$ cat config.mk
export PLATFORM = sky130hd
export DESIGN_NAME = aspect_fit_image_size
export DESIGN_NICKNAME = d
export VERILOG_FILES = /design/src/rtl/afit_pkg.sv /design/src/rtl/aspect_fit_image_size.sv /design/src/rtl/afit_setup.sv /design/src/rtl/afit_div.sv
export SDC_FILE = /design/constraint.sdc
export NUM_CORES = 2
export LEC_CHECK = 0
export ABC_AREA = 0
export ABC_CLOCK_PERIOD_IN_PS = 7100
export BUFFER_PORTS_ARGS = -buffer_cell sky130_fd_sc_hd__buf_2
export CORE_MARGIN = 2
export CORE_UTILIZATION = 40
export DETAILED_ROUTE_END_ITERATION = 10
export SLEW_MARGIN = 20
export SYNTH_ARGS = -nofsm -noshare
export SYNTH_HDL_FRONTEND = slang
export SYNTH_SLANG_ARGS = --single-unit
$ cat constraint.sdc
create_clock -name clk -period 7.1 [get_ports clk]
set_input_delay 1.775 -clock clk [delete_from_list [all_inputs] [get_ports clk]]
set_output_delay 1.775 -clock clk [all_outputs]
set_load 0.05 [all_outputs]
$ cat src/rtl/afit_pkg.sv
// Shared constants and types for the aspect-ratio fit scaler.
`timescale 1ns / 1ps

package afit_pkg;

	// Default dimension width in bits
	localparam int DIM_BITS_DEF = 16;

	// Carried through the divider stages; tells the output register which axis, if any, takes the quotient
	typedef struct packed {
		logic div_en;   // one axis is scaled by the quotient
		logic div_w;    // the scaled axis is the width (else the height)
	} afit_ctl_t;

endpackage

$ cat src/rtl/aspect_fit_image_size.sv
// Top level of the aspect-ratio fit scaler.
//
// Usage: present a request on in_valid with orig_width, orig_height,
// box_width, box_height and mode; it is taken at a clock edge where
// in_valid is high and in_stall is low. Each request gives exactly one
// result on out_valid with fit_width and fit_height, taken where out_valid
// is high and out_stall is low. Results leave in request order.
// A request passes three setup stages (clamp, cross multiply, operand
// select), one divider stage per quotient bit, and the output register.
// One request is taken every cycle while out_stall is low; the rate is
// set by the per-stage handshake, each stage moving on when empty or when
// its successor moves. When out_stall is high the held result stays put
// and empty stages keep filling, so in_stall rises only once every stage
// holds a request. Reset clears all valid bits; the pipeline is empty and
// ready in the first cycle after arst_n goes high.
`timescale 1ns / 1ps

module aspect_fit_image_size
	import afit_pkg::*;
#(
	parameter int DIM_BITS = DIM_BITS_DEF
) (
	input  logic                clk,
	input  logic                arst_n,
	input  logic                in_valid,
	output logic                in_stall,
	input  logic [DIM_BITS-1:0] orig_width,
	input  logic [DIM_BITS-1:0] orig_height,
	input  logic [DIM_BITS-1:0] box_width,
	input  logic [DIM_BITS-1:0] box_height,
	input  logic                mode,
	output logic                out_valid,
	input  logic                out_stall,
	output logic [DIM_BITS-1:0] fit_width,
	output logic [DIM_BITS-1:0] fit_height
);

	logic                  setup_ready, setup_valid;
	logic [2*DIM_BITS-1:0] setup_num;
	logic [DIM_BITS-1:0]   setup_den, setup_rw, setup_rh;
	afit_ctl_t             setup_ctl;

	logic                  div_ready, div_valid;
	logic [DIM_BITS-1:0]   div_quo, div_rw, div_rh;
	afit_ctl_t             div_ctl;

	logic                  out_en;
	logic                  out_valid_q;
	logic [DIM_BITS-1:0]   fit_width_q, fit_height_q;

	afit_setup #(.DIM_BITS(DIM_BITS)) u_setup (
		.clk        (clk),
		.arst_n     (arst_n),
		.up_valid   (in_valid),
		.up_ready   (setup_ready),
		.orig_width (orig_width),
		.orig_height(orig_height),
		.box_width  (box_width),
		.box_height (box_height),
		.mode       (mode),
		.dn_valid   (setup_valid),
		.dn_ready   (div_ready),
		.num        (setup_num),
		.den        (setup_den),
		.rw_fix     (setup_rw),
		.rh_fix     (setup_rh),
		.ctl        (setup_ctl)
	);

	afit_div #(.DIM_BITS(DIM_BITS)) u_div (
		.clk      (clk),
		.arst_n   (arst_n),
		.up_valid (setup_valid),
		.up_ready (div_ready),
		.num      (setup_num),
		.den      (setup_den),
		.rw_fix   (setup_rw),
		.rh_fix   (setup_rh),
		.ctl      (setup_ctl),
		.dn_valid (div_valid),
		.dn_ready (out_en),
		.quo      (div_quo),
		.rw_out   (div_rw),
		.rh_out   (div_rh),
		.ctl_out  (div_ctl)
	);

	assign in_stall = !setup_ready;

	// Output register: load when empty or when the held request is taken
	assign out_en = !out_valid_q || !out_stall;

	always_ff @(posedge clk or negedge arst_n) begin
		if (!arst_n) begin
			out_valid_q <= 1'b0;
		end else if (out_en) begin
			out_valid_q <= div_valid;
		end
	end

	// Put the quotient on the scaled axis, the fixed value on the other
	always_ff @(posedge clk) begin
		if (out_en && div_valid) begin
			fit_width_q  <= (div_ctl.div_en && div_ctl.div_w) ? div_quo : div_rw;
			fit_height_q <= (div_ctl.div_en && !div_ctl.div_w) ? div_quo : div_rh;
		end
	end

	assign out_valid  = out_valid_q;
	assign fit_width  = fit_width_q;
	assign fit_height = fit_height_q;

endmodule

$ cat src/rtl/afit_setup.sv
// Front stages: classify and clamp, cross multiply, pick the divide operands.
`timescale 1ns / 1ps

module afit_setup
	import afit_pkg::*;
#(
	parameter int DIM_BITS = DIM_BITS_DEF
) (
	input  logic                    clk,
	input  logic                    arst_n,
	input  logic                    up_valid,
	output logic                    up_ready,
	input  logic [DIM_BITS-1:0]     orig_width,
	input  logic [DIM_BITS-1:0]     orig_height,
	input  logic [DIM_BITS-1:0]     box_width,
	input  logic [DIM_BITS-1:0]     box_height,
	input  logic                    mode,
	output logic                    dn_valid,
	input  logic                    dn_ready,
	output logic [2*DIM_BITS-1:0]   num,
	output logic [DIM_BITS-1:0]     den,
	output logic [DIM_BITS-1:0]     rw_fix,
	output logic [DIM_BITS-1:0]     rh_fix,
	output afit_ctl_t               ctl
);

	localparam int PW = 2 * DIM_BITS;

	logic en1, en2, en3;
	logic v_s1, v_s2, v_s3;

	logic                zero_c, fits_c;
	logic                zero_s1, byp_s1;
	logic [DIM_BITS-1:0] ow_s1, oh_s1, bw_s1, bh_s1;

	logic                zero_s2, byp_s2;
	logic [DIM_BITS-1:0] ow_s2, oh_s2, bw_s2, bh_s2;
	logic [PW-1:0]       cw_s2, ch_s2;

	logic                lt_c, eq_c;
	logic [PW-1:0]       num_s3;
	logic [DIM_BITS-1:0] den_s3, rw_s3, rh_s3;
	afit_ctl_t           ctl_s3;

	// Advance a stage when it is empty or its successor advances
	assign en3      = !v_s3 || dn_ready;
	assign en2      = !v_s2 || en3;
	assign en1      = !v_s1 || en2;
	assign up_ready = en1;

	always_ff @(posedge clk or negedge arst_n) begin
		if (!arst_n) begin
			v_s1 <= 1'b0;
			v_s2 <= 1'b0;
			v_s3 <= 1'b0;
		end else begin
			if (en1) v_s1 <= up_valid;
			if (en2) v_s2 <= v_s1;
			if (en3) v_s3 <= v_s2;
		end
	end

	// Stage 1: flag zero and bypass cases, clamp the box when the image is larger
	assign zero_c = (orig_width == '0) || (orig_height == '0);
	assign fits_c = (orig_width <= box_width) && (orig_height <= box_height);

	always_ff @(posedge clk) begin
		if (en1 && up_valid) begin
			zero_s1 <= zero_c;
			byp_s1  <= fits_c && !mode;
			ow_s1   <= orig_width;
			oh_s1   <= orig_height;
			bw_s1   <= (!fits_c && (box_width > orig_width)) ? orig_width : box_width;
			bh_s1   <= (!fits_c && (box_height > orig_height)) ? orig_height : box_height;
		end
	end

	// Stage 2: cross products
	always_ff @(posedge clk) begin
		if (en2 && v_s1) begin
			zero_s2 <= zero_s1;
			byp_s2  <= byp_s1;
			ow_s2   <= ow_s1;
			oh_s2   <= oh_s1;
			bw_s2   <= bw_s1;
			bh_s2   <= bh_s1;
			cw_s2   <= PW'(ow_s1) * PW'(bh_s1);
			ch_s2   <= PW'(oh_s1) * PW'(bw_s1);
		end
	end

	// Stage 3: choose the limiting axis and form the rounded dividend
	assign lt_c = cw_s2 < ch_s2;
	assign eq_c = cw_s2 == ch_s2;

	always_ff @(posedge clk) begin
		if (en3 && v_s2) begin
			num_s3        <= lt_c ? (cw_s2 + PW'(oh_s2 >> 1)) : (ch_s2 + PW'(ow_s2 >> 1));
			den_s3        <= lt_c ? oh_s2 : ow_s2;
			rw_s3         <= zero_s2 ? '0 : (byp_s2 ? ow_s2 : bw_s2);
			rh_s3         <= zero_s2 ? '0 : (byp_s2 ? oh_s2 : bh_s2);
			ctl_s3.div_en <= !zero_s2 && !byp_s2 && !eq_c;
			ctl_s3.div_w  <= lt_c;
		end
	end

	assign dn_valid = v_s3;
	assign num      = num_s3;
	assign den      = den_s3;
	assign rw_fix   = rw_s3;
	assign rh_fix   = rh_s3;
	assign ctl      = ctl_s3;

endmodule

$ cat src/rtl/afit_div.sv
// Pipelined restoring divider, one quotient bit per stage, with side data.
`timescale 1ns / 1ps

module afit_div
	import afit_pkg::*;
#(
	parameter int DIM_BITS = DIM_BITS_DEF
) (
	input  logic                    clk,
	input  logic                    arst_n,
	input  logic                    up_valid,
	output logic                    up_ready,
	input  logic [2*DIM_BITS-1:0]   num,
	input  logic [DIM_BITS-1:0]     den,
	input  logic [DIM_BITS-1:0]     rw_fix,
	input  logic [DIM_BITS-1:0]     rh_fix,
	input  afit_ctl_t               ctl,
	output logic                    dn_valid,
	input  logic                    dn_ready,
	output logic [DIM_BITS-1:0]     quo,
	output logic [DIM_BITS-1:0]     rw_out,
	output logic [DIM_BITS-1:0]     rh_out,
	output afit_ctl_t               ctl_out
);

	localparam int N = DIM_BITS;

	// Index 0 is the stage input, index k+1 is the register of stage k
	logic            v   [0:N];
	logic            en  [0:N];
	logic [N-1:0]    rem [0:N];
	logic [N-1:0]    low [0:N];
	logic [N-1:0]    q   [0:N];
	logic [N-1:0]    dv  [0:N];
	logic [N-1:0]    rw  [0:N];
	logic [N-1:0]    rh  [0:N];
	afit_ctl_t       cc  [0:N];

	// The quotient fits N bits, so the upper dividend half is below the divisor
	assign v[0]   = up_valid;
	assign rem[0] = num[2*N-1:N];
	assign low[0] = num[N-1:0];
	assign q[0]   = '0;
	assign dv[0]  = den;
	assign rw[0]  = rw_fix;
	assign rh[0]  = rh_fix;
	assign cc[0]  = ctl;
	assign en[N]  = dn_ready;

	for (genvar g = 0; g < N; g++) begin : g_stage
		logic         v_s;
		logic [N-1:0] rem_s, low_s, q_s, dv_s, rw_s, rh_s;
		afit_ctl_t    cc_s;
		logic [N:0]   trial;
		logic [N:0]   diff;
		logic         ge;

		assign en[g] = !v_s || en[g+1];

		// Shift in the next dividend bit and try the subtract
		assign trial = {rem[g], low[g][N-1]};
		assign diff  = trial - {1'b0, dv[g]};
		assign ge    = trial >= {1'b0, dv[g]};

		always_ff @(posedge clk or negedge arst_n) begin
			if (!arst_n) begin
				v_s <= 1'b0;
			end else if (en[g]) begin
				v_s <= v[g];
			end
		end

		always_ff @(posedge clk) begin
			if (en[g] && v[g]) begin
				rem_s <= ge ? diff[N-1:0] : trial[N-1:0];
				low_s <= {low[g][N-2:0], 1'b0};
				q_s   <= {q[g][N-2:0], ge};
				dv_s  <= dv[g];
				rw_s  <= rw[g];
				rh_s  <= rh[g];
				cc_s  <= cc[g];
			end
		end

		assign v[g+1]   = v_s;
		assign rem[g+1] = rem_s;
		assign low[g+1] = low_s;
		assign q[g+1]   = q_s;
		assign dv[g+1]  = dv_s;
		assign rw[g+1]  = rw_s;
		assign rh[g+1]  = rh_s;
		assign cc[g+1]  = cc_s;
	end

	assign up_ready = en[0];
	assign dn_valid = v[N];
	assign quo      = q[N];
	assign rw_out   = rw[N];
	assign rh_out   = rh[N];
	assign ctl_out  = cc[N];

endmodule
==> flow_metrics.tcl <==
set metrics [dict create \
    critical_path.slowest_cell "edfxtp_1" \
    die_w_microns 464.3 \
    yosysWarnings 0 \
    holdCritPathClass "reg2reg" \
    place_area_sq_um 88980 \
    die_h_microns 464.3 \
    synth_ff_type "edfxtp_1" \
    synth_edf_count 1590 \
    place_congestion 0.8892 \
    clk_pin_slew_ns 0.06 \
    gr-usage-met3 0.02504 \
    crit_family "adder cells" \
    drcViolationCount 0 \
    dr.pass1.iters 5 \
    maxSlewViolCount 0 \
    relSlewSlack 0.2912 \
    rsz0062_at_grt "false" \
    fin_crit_ns 6.678 \
    worstPathBufferInverterCount 4 \
    cts_root_buffer "clkbuf_16" \
    cts_num_sinks 1610 \
    finalSetupViolCount 0 \
    wl_mm 179.0 \
    cts_htree_levels 4 \
    end_kind "flip-flop" \
    worstPathCellList "and2_1 -> fa_1 -> inv_1 -> fa_1 -> fa_1 -> inv_1 -> fa_1 -> fa_1 -> inv_1 -> fa_1 -> inv_1 -> ha_1 -> and3_4 -> and3_4 -> and2_4 -> a221o_1 -> a211oi_2 -> o211ai_1 -> a31o_1 -> a21oi_2 -> xnor2_1" \
    viasPerCell 4.993 \
    syn-num-nets 7369 \
    synth_top_area_frac 0.5634 \
    worst_pin_slew_ns 1.063 \
    fin_hold_ws_ns 0.3885 \
    critPathLaunchType "flip-flop" \
    nNetsFinal 7609 \
    finalHoldViolCount 0 \
    cts_made_buffers 168 \
    synth_top_area_cell "edfxtp_1" \
    max_freq_mhz 149.7 \
    final.period_utilization 0.9406 \
    ctsResizeCount 0 \
    drv_cap 0 \
    place_ws_ns 0.3639 \
    layout_setup_ws_ns 0.4219 \
    hpwlAfterDp_mm 137.0 \
    synth.yosys.seq_area_share 0.5693 \
    num_rows 168 \
    start_util 0.4035 \
    gr-max-usage-layer "met2" \
    grt_pass1_wl_mm 282.4 \
    synthTopCellsByArea "edfxtp_1 (56%), fa_1 (9.6%), ha_1 (8.2%)" \
    ys_types 74 \
    final_area_sq_um 94820 \
    synthCells 6337 \
    grt_pass1_vias 49390 \
    syn_to_final_growth_pct 11.89 \
    clock_latency_ns 0.80 \
    cts_hold_buf 0 \
    drive_above_1_share 0.1058 \
    path_common_cell "fa_1" \
    cts_tree "built" \
    dieArea_sq_um 215500 \
    criticalPathCategory "reg2reg" \
    n_fill_cell 18750 \
    critical_path.max_stage_delay_ns 0.62 \
    drt_iter0_drc 2724 \
    antenna_found_initial 7 \
    gr-usage-all-layers 0.1674 \
    overflow 0 \
    syn-cell-area_sq_um 84740 \
    seq_area_sq_um 48250 \
    cts_max_path_buffers 3 \
    cp.required_ns 7.62 \
    numPortBuffers 102 \
    wl_per_cell_microns 18.81 \
    syn_area_per_cell_sq_um 13.37 \
    arrival_ns 7.20 \
    clock_skew_ns 0.06321 \
    via_count 47520 \
    multiInputGateArea_sq_um 32840 \
    status "finished, final reports clean" \
    io_pins 103 \
    ys_seq_elements 1610 \
    grt_start_max_net_pins 131 \
    cts_setup_buffers 0 \
    core-area_sq_um 210000 \
    met2_usage 0.2914 \
    path_max_fanout 17 \
    ant_nets 0 \
    use_met1 0.2135 \
    async_flop_share 0.01242 \
]
==> registers in the layout, summed over array words and instances, names as in the netlist, 30 cells and up <==
name,count
u_div.cc,30
u_div.g_stage.dv_s,240
u_div.g_stage.low_s,120
u_div.g_stage.q_s,120
u_div.g_stage.rem_s,240
u_div.g_stage.rh_s,240
u_div.g_stage.rw_s,240
u_setup.ch_s2,32
u_setup.cw_s2,32
u_setup.num,32
==> area by class of cell <==
cell class                      count  share of cell area
Sequential cell                  1610              0.5088
Multi-Input combinational cell   3749              0.3463
Clock buffer                      200             0.04604
Tap cell                         2805             0.03701
Inverter                          849             0.03361
Clock inverter                    105             0.01409
Timing Repair Buffer              199             0.01407
Antenna cell                        1          0.00002639
==> placed cells by master (no fill, tap or decap), types with 61 or more instances in the layout <==
master / n
mux2i_1: 61
buf_4: 90
xor2_1: 102
xnor2_1: 193
nand4_1: 83
buf_2: 102
and2_1: 246
clkbuf_16: 169
inv_1: 847
nand3_1: 63
a21o_1: 125
edfxtp_1: 1590
a21oi_1: 292
nand2_1: 442
fa_1: 405
nor3_1: 82
mux2_2: 181
ha_1: 558
nor2_1: 281
o21ai_0: 101
==> cell families (layout without fill, tap and decap cells) <==
kind of cell | count (synthesis) | count (layout) | synth area share
AOI/OAI and AO/OA | 838 | 838 | 0.06349
xor gates and xnor gates | 295 | 295 | 0.03049
adders and majority gates | 963 | 963 | 0.1781
buffers and inverters | 978 | 1353 | 0.04466
DFF | 1610 | 1610 | 0.5693
muxes | 263 | 263 | 0.03405
other | 0 | 1 | 0
and+or+nand+nor | 1390 | 1390 | 0.07989
==> through the flow <==
stage | instances | setup TNS [ns] | util
final | 9518 | 0 | 0.4515
after global placement | 9198 | 0 | 0.4237
after CTS | 9503 | 0 | 0.4509
after floorplan | 6337 | -335.81 | -
after global routing | 9517 | 0 | 0.4515
after detailed placement | 9198 | 0 | 0.4237
==> synthesized netlist by cell type, types with 28 or more instances <==
cell type,instances
fa_1,405
xor2_1,102
and2_1,256
o21ai_1,57
nor2_1,282
mux2_2,181
o21a_1,57
edfxtp_1,1590
nor3_1,82
o21ai_0,101
nor2b_1,61
xnor2_1,193
clkbuf_1,81
nand2_1,442
nand4_1,83
ha_1,558
a21o_1,125
nand3_1,63
mux2i_1,61
a21oi_1,292
and3_1,28
inv_1,847
nand2b_1,34
==> path summary, 6_finish.rpt <==
kind	from	to	slack (ns)	cells past startpoint
max	u_setup.bh_s1[6]$_DFFE_PP_	u_setup.cw_s2[31]$_DFFE_PP_	0.42	21
min	u_div.g_stage[3].rw_s[15]$_DFFE_PP_	u_div.g_stage[4].rw_s[15]$_DFFE_PP_	0.39	0
max reg2reg	u_setup.bh_s1[6]$_DFFE_PP_	u_setup.cw_s2[31]$_DFFE_PP_	0.42	21
min reg2reg	u_div.g_stage[3].rw_s[15]$_DFFE_PP_	u_div.g_stage[4].rw_s[15]$_DFFE_PP_	0.39	0
max in group asynchronous	arst_n	u_setup.v_s1$_DFFE_PN0N_	5.69	1
min in group asynchronous	arst_n	u_div.g_stage[11].v_s$_DFFE_PN0P_	0.98	1
==> metal layers <==
layer | wire [microns] | up-vias
met2 | 88950 | 928
met5 | 0 | -
li1 | - | 22730
met1 | 77480 | 23580
met3 | 6922 | 292
met4 | 5665 | 0
==> worst register-to-register path: cells and delay by family (launching register included) <==
kind | cells | cell delay, ns
adder cells (fa/ha/maj) | 7 | 3.46
AO/OA/AOI/OAI | 5 | 1.25
XOR/XNOR | 1 | 0.07
buffers and inverters | 4 | 0.21
AND/OR/NAND/NOR | 4 | 0.83
flip-flops | 1 | 0.62
Power is left out: the tool's default activity adds up to more than one toggle a clock period on the data nets, which glitch-free logic cannot reach.
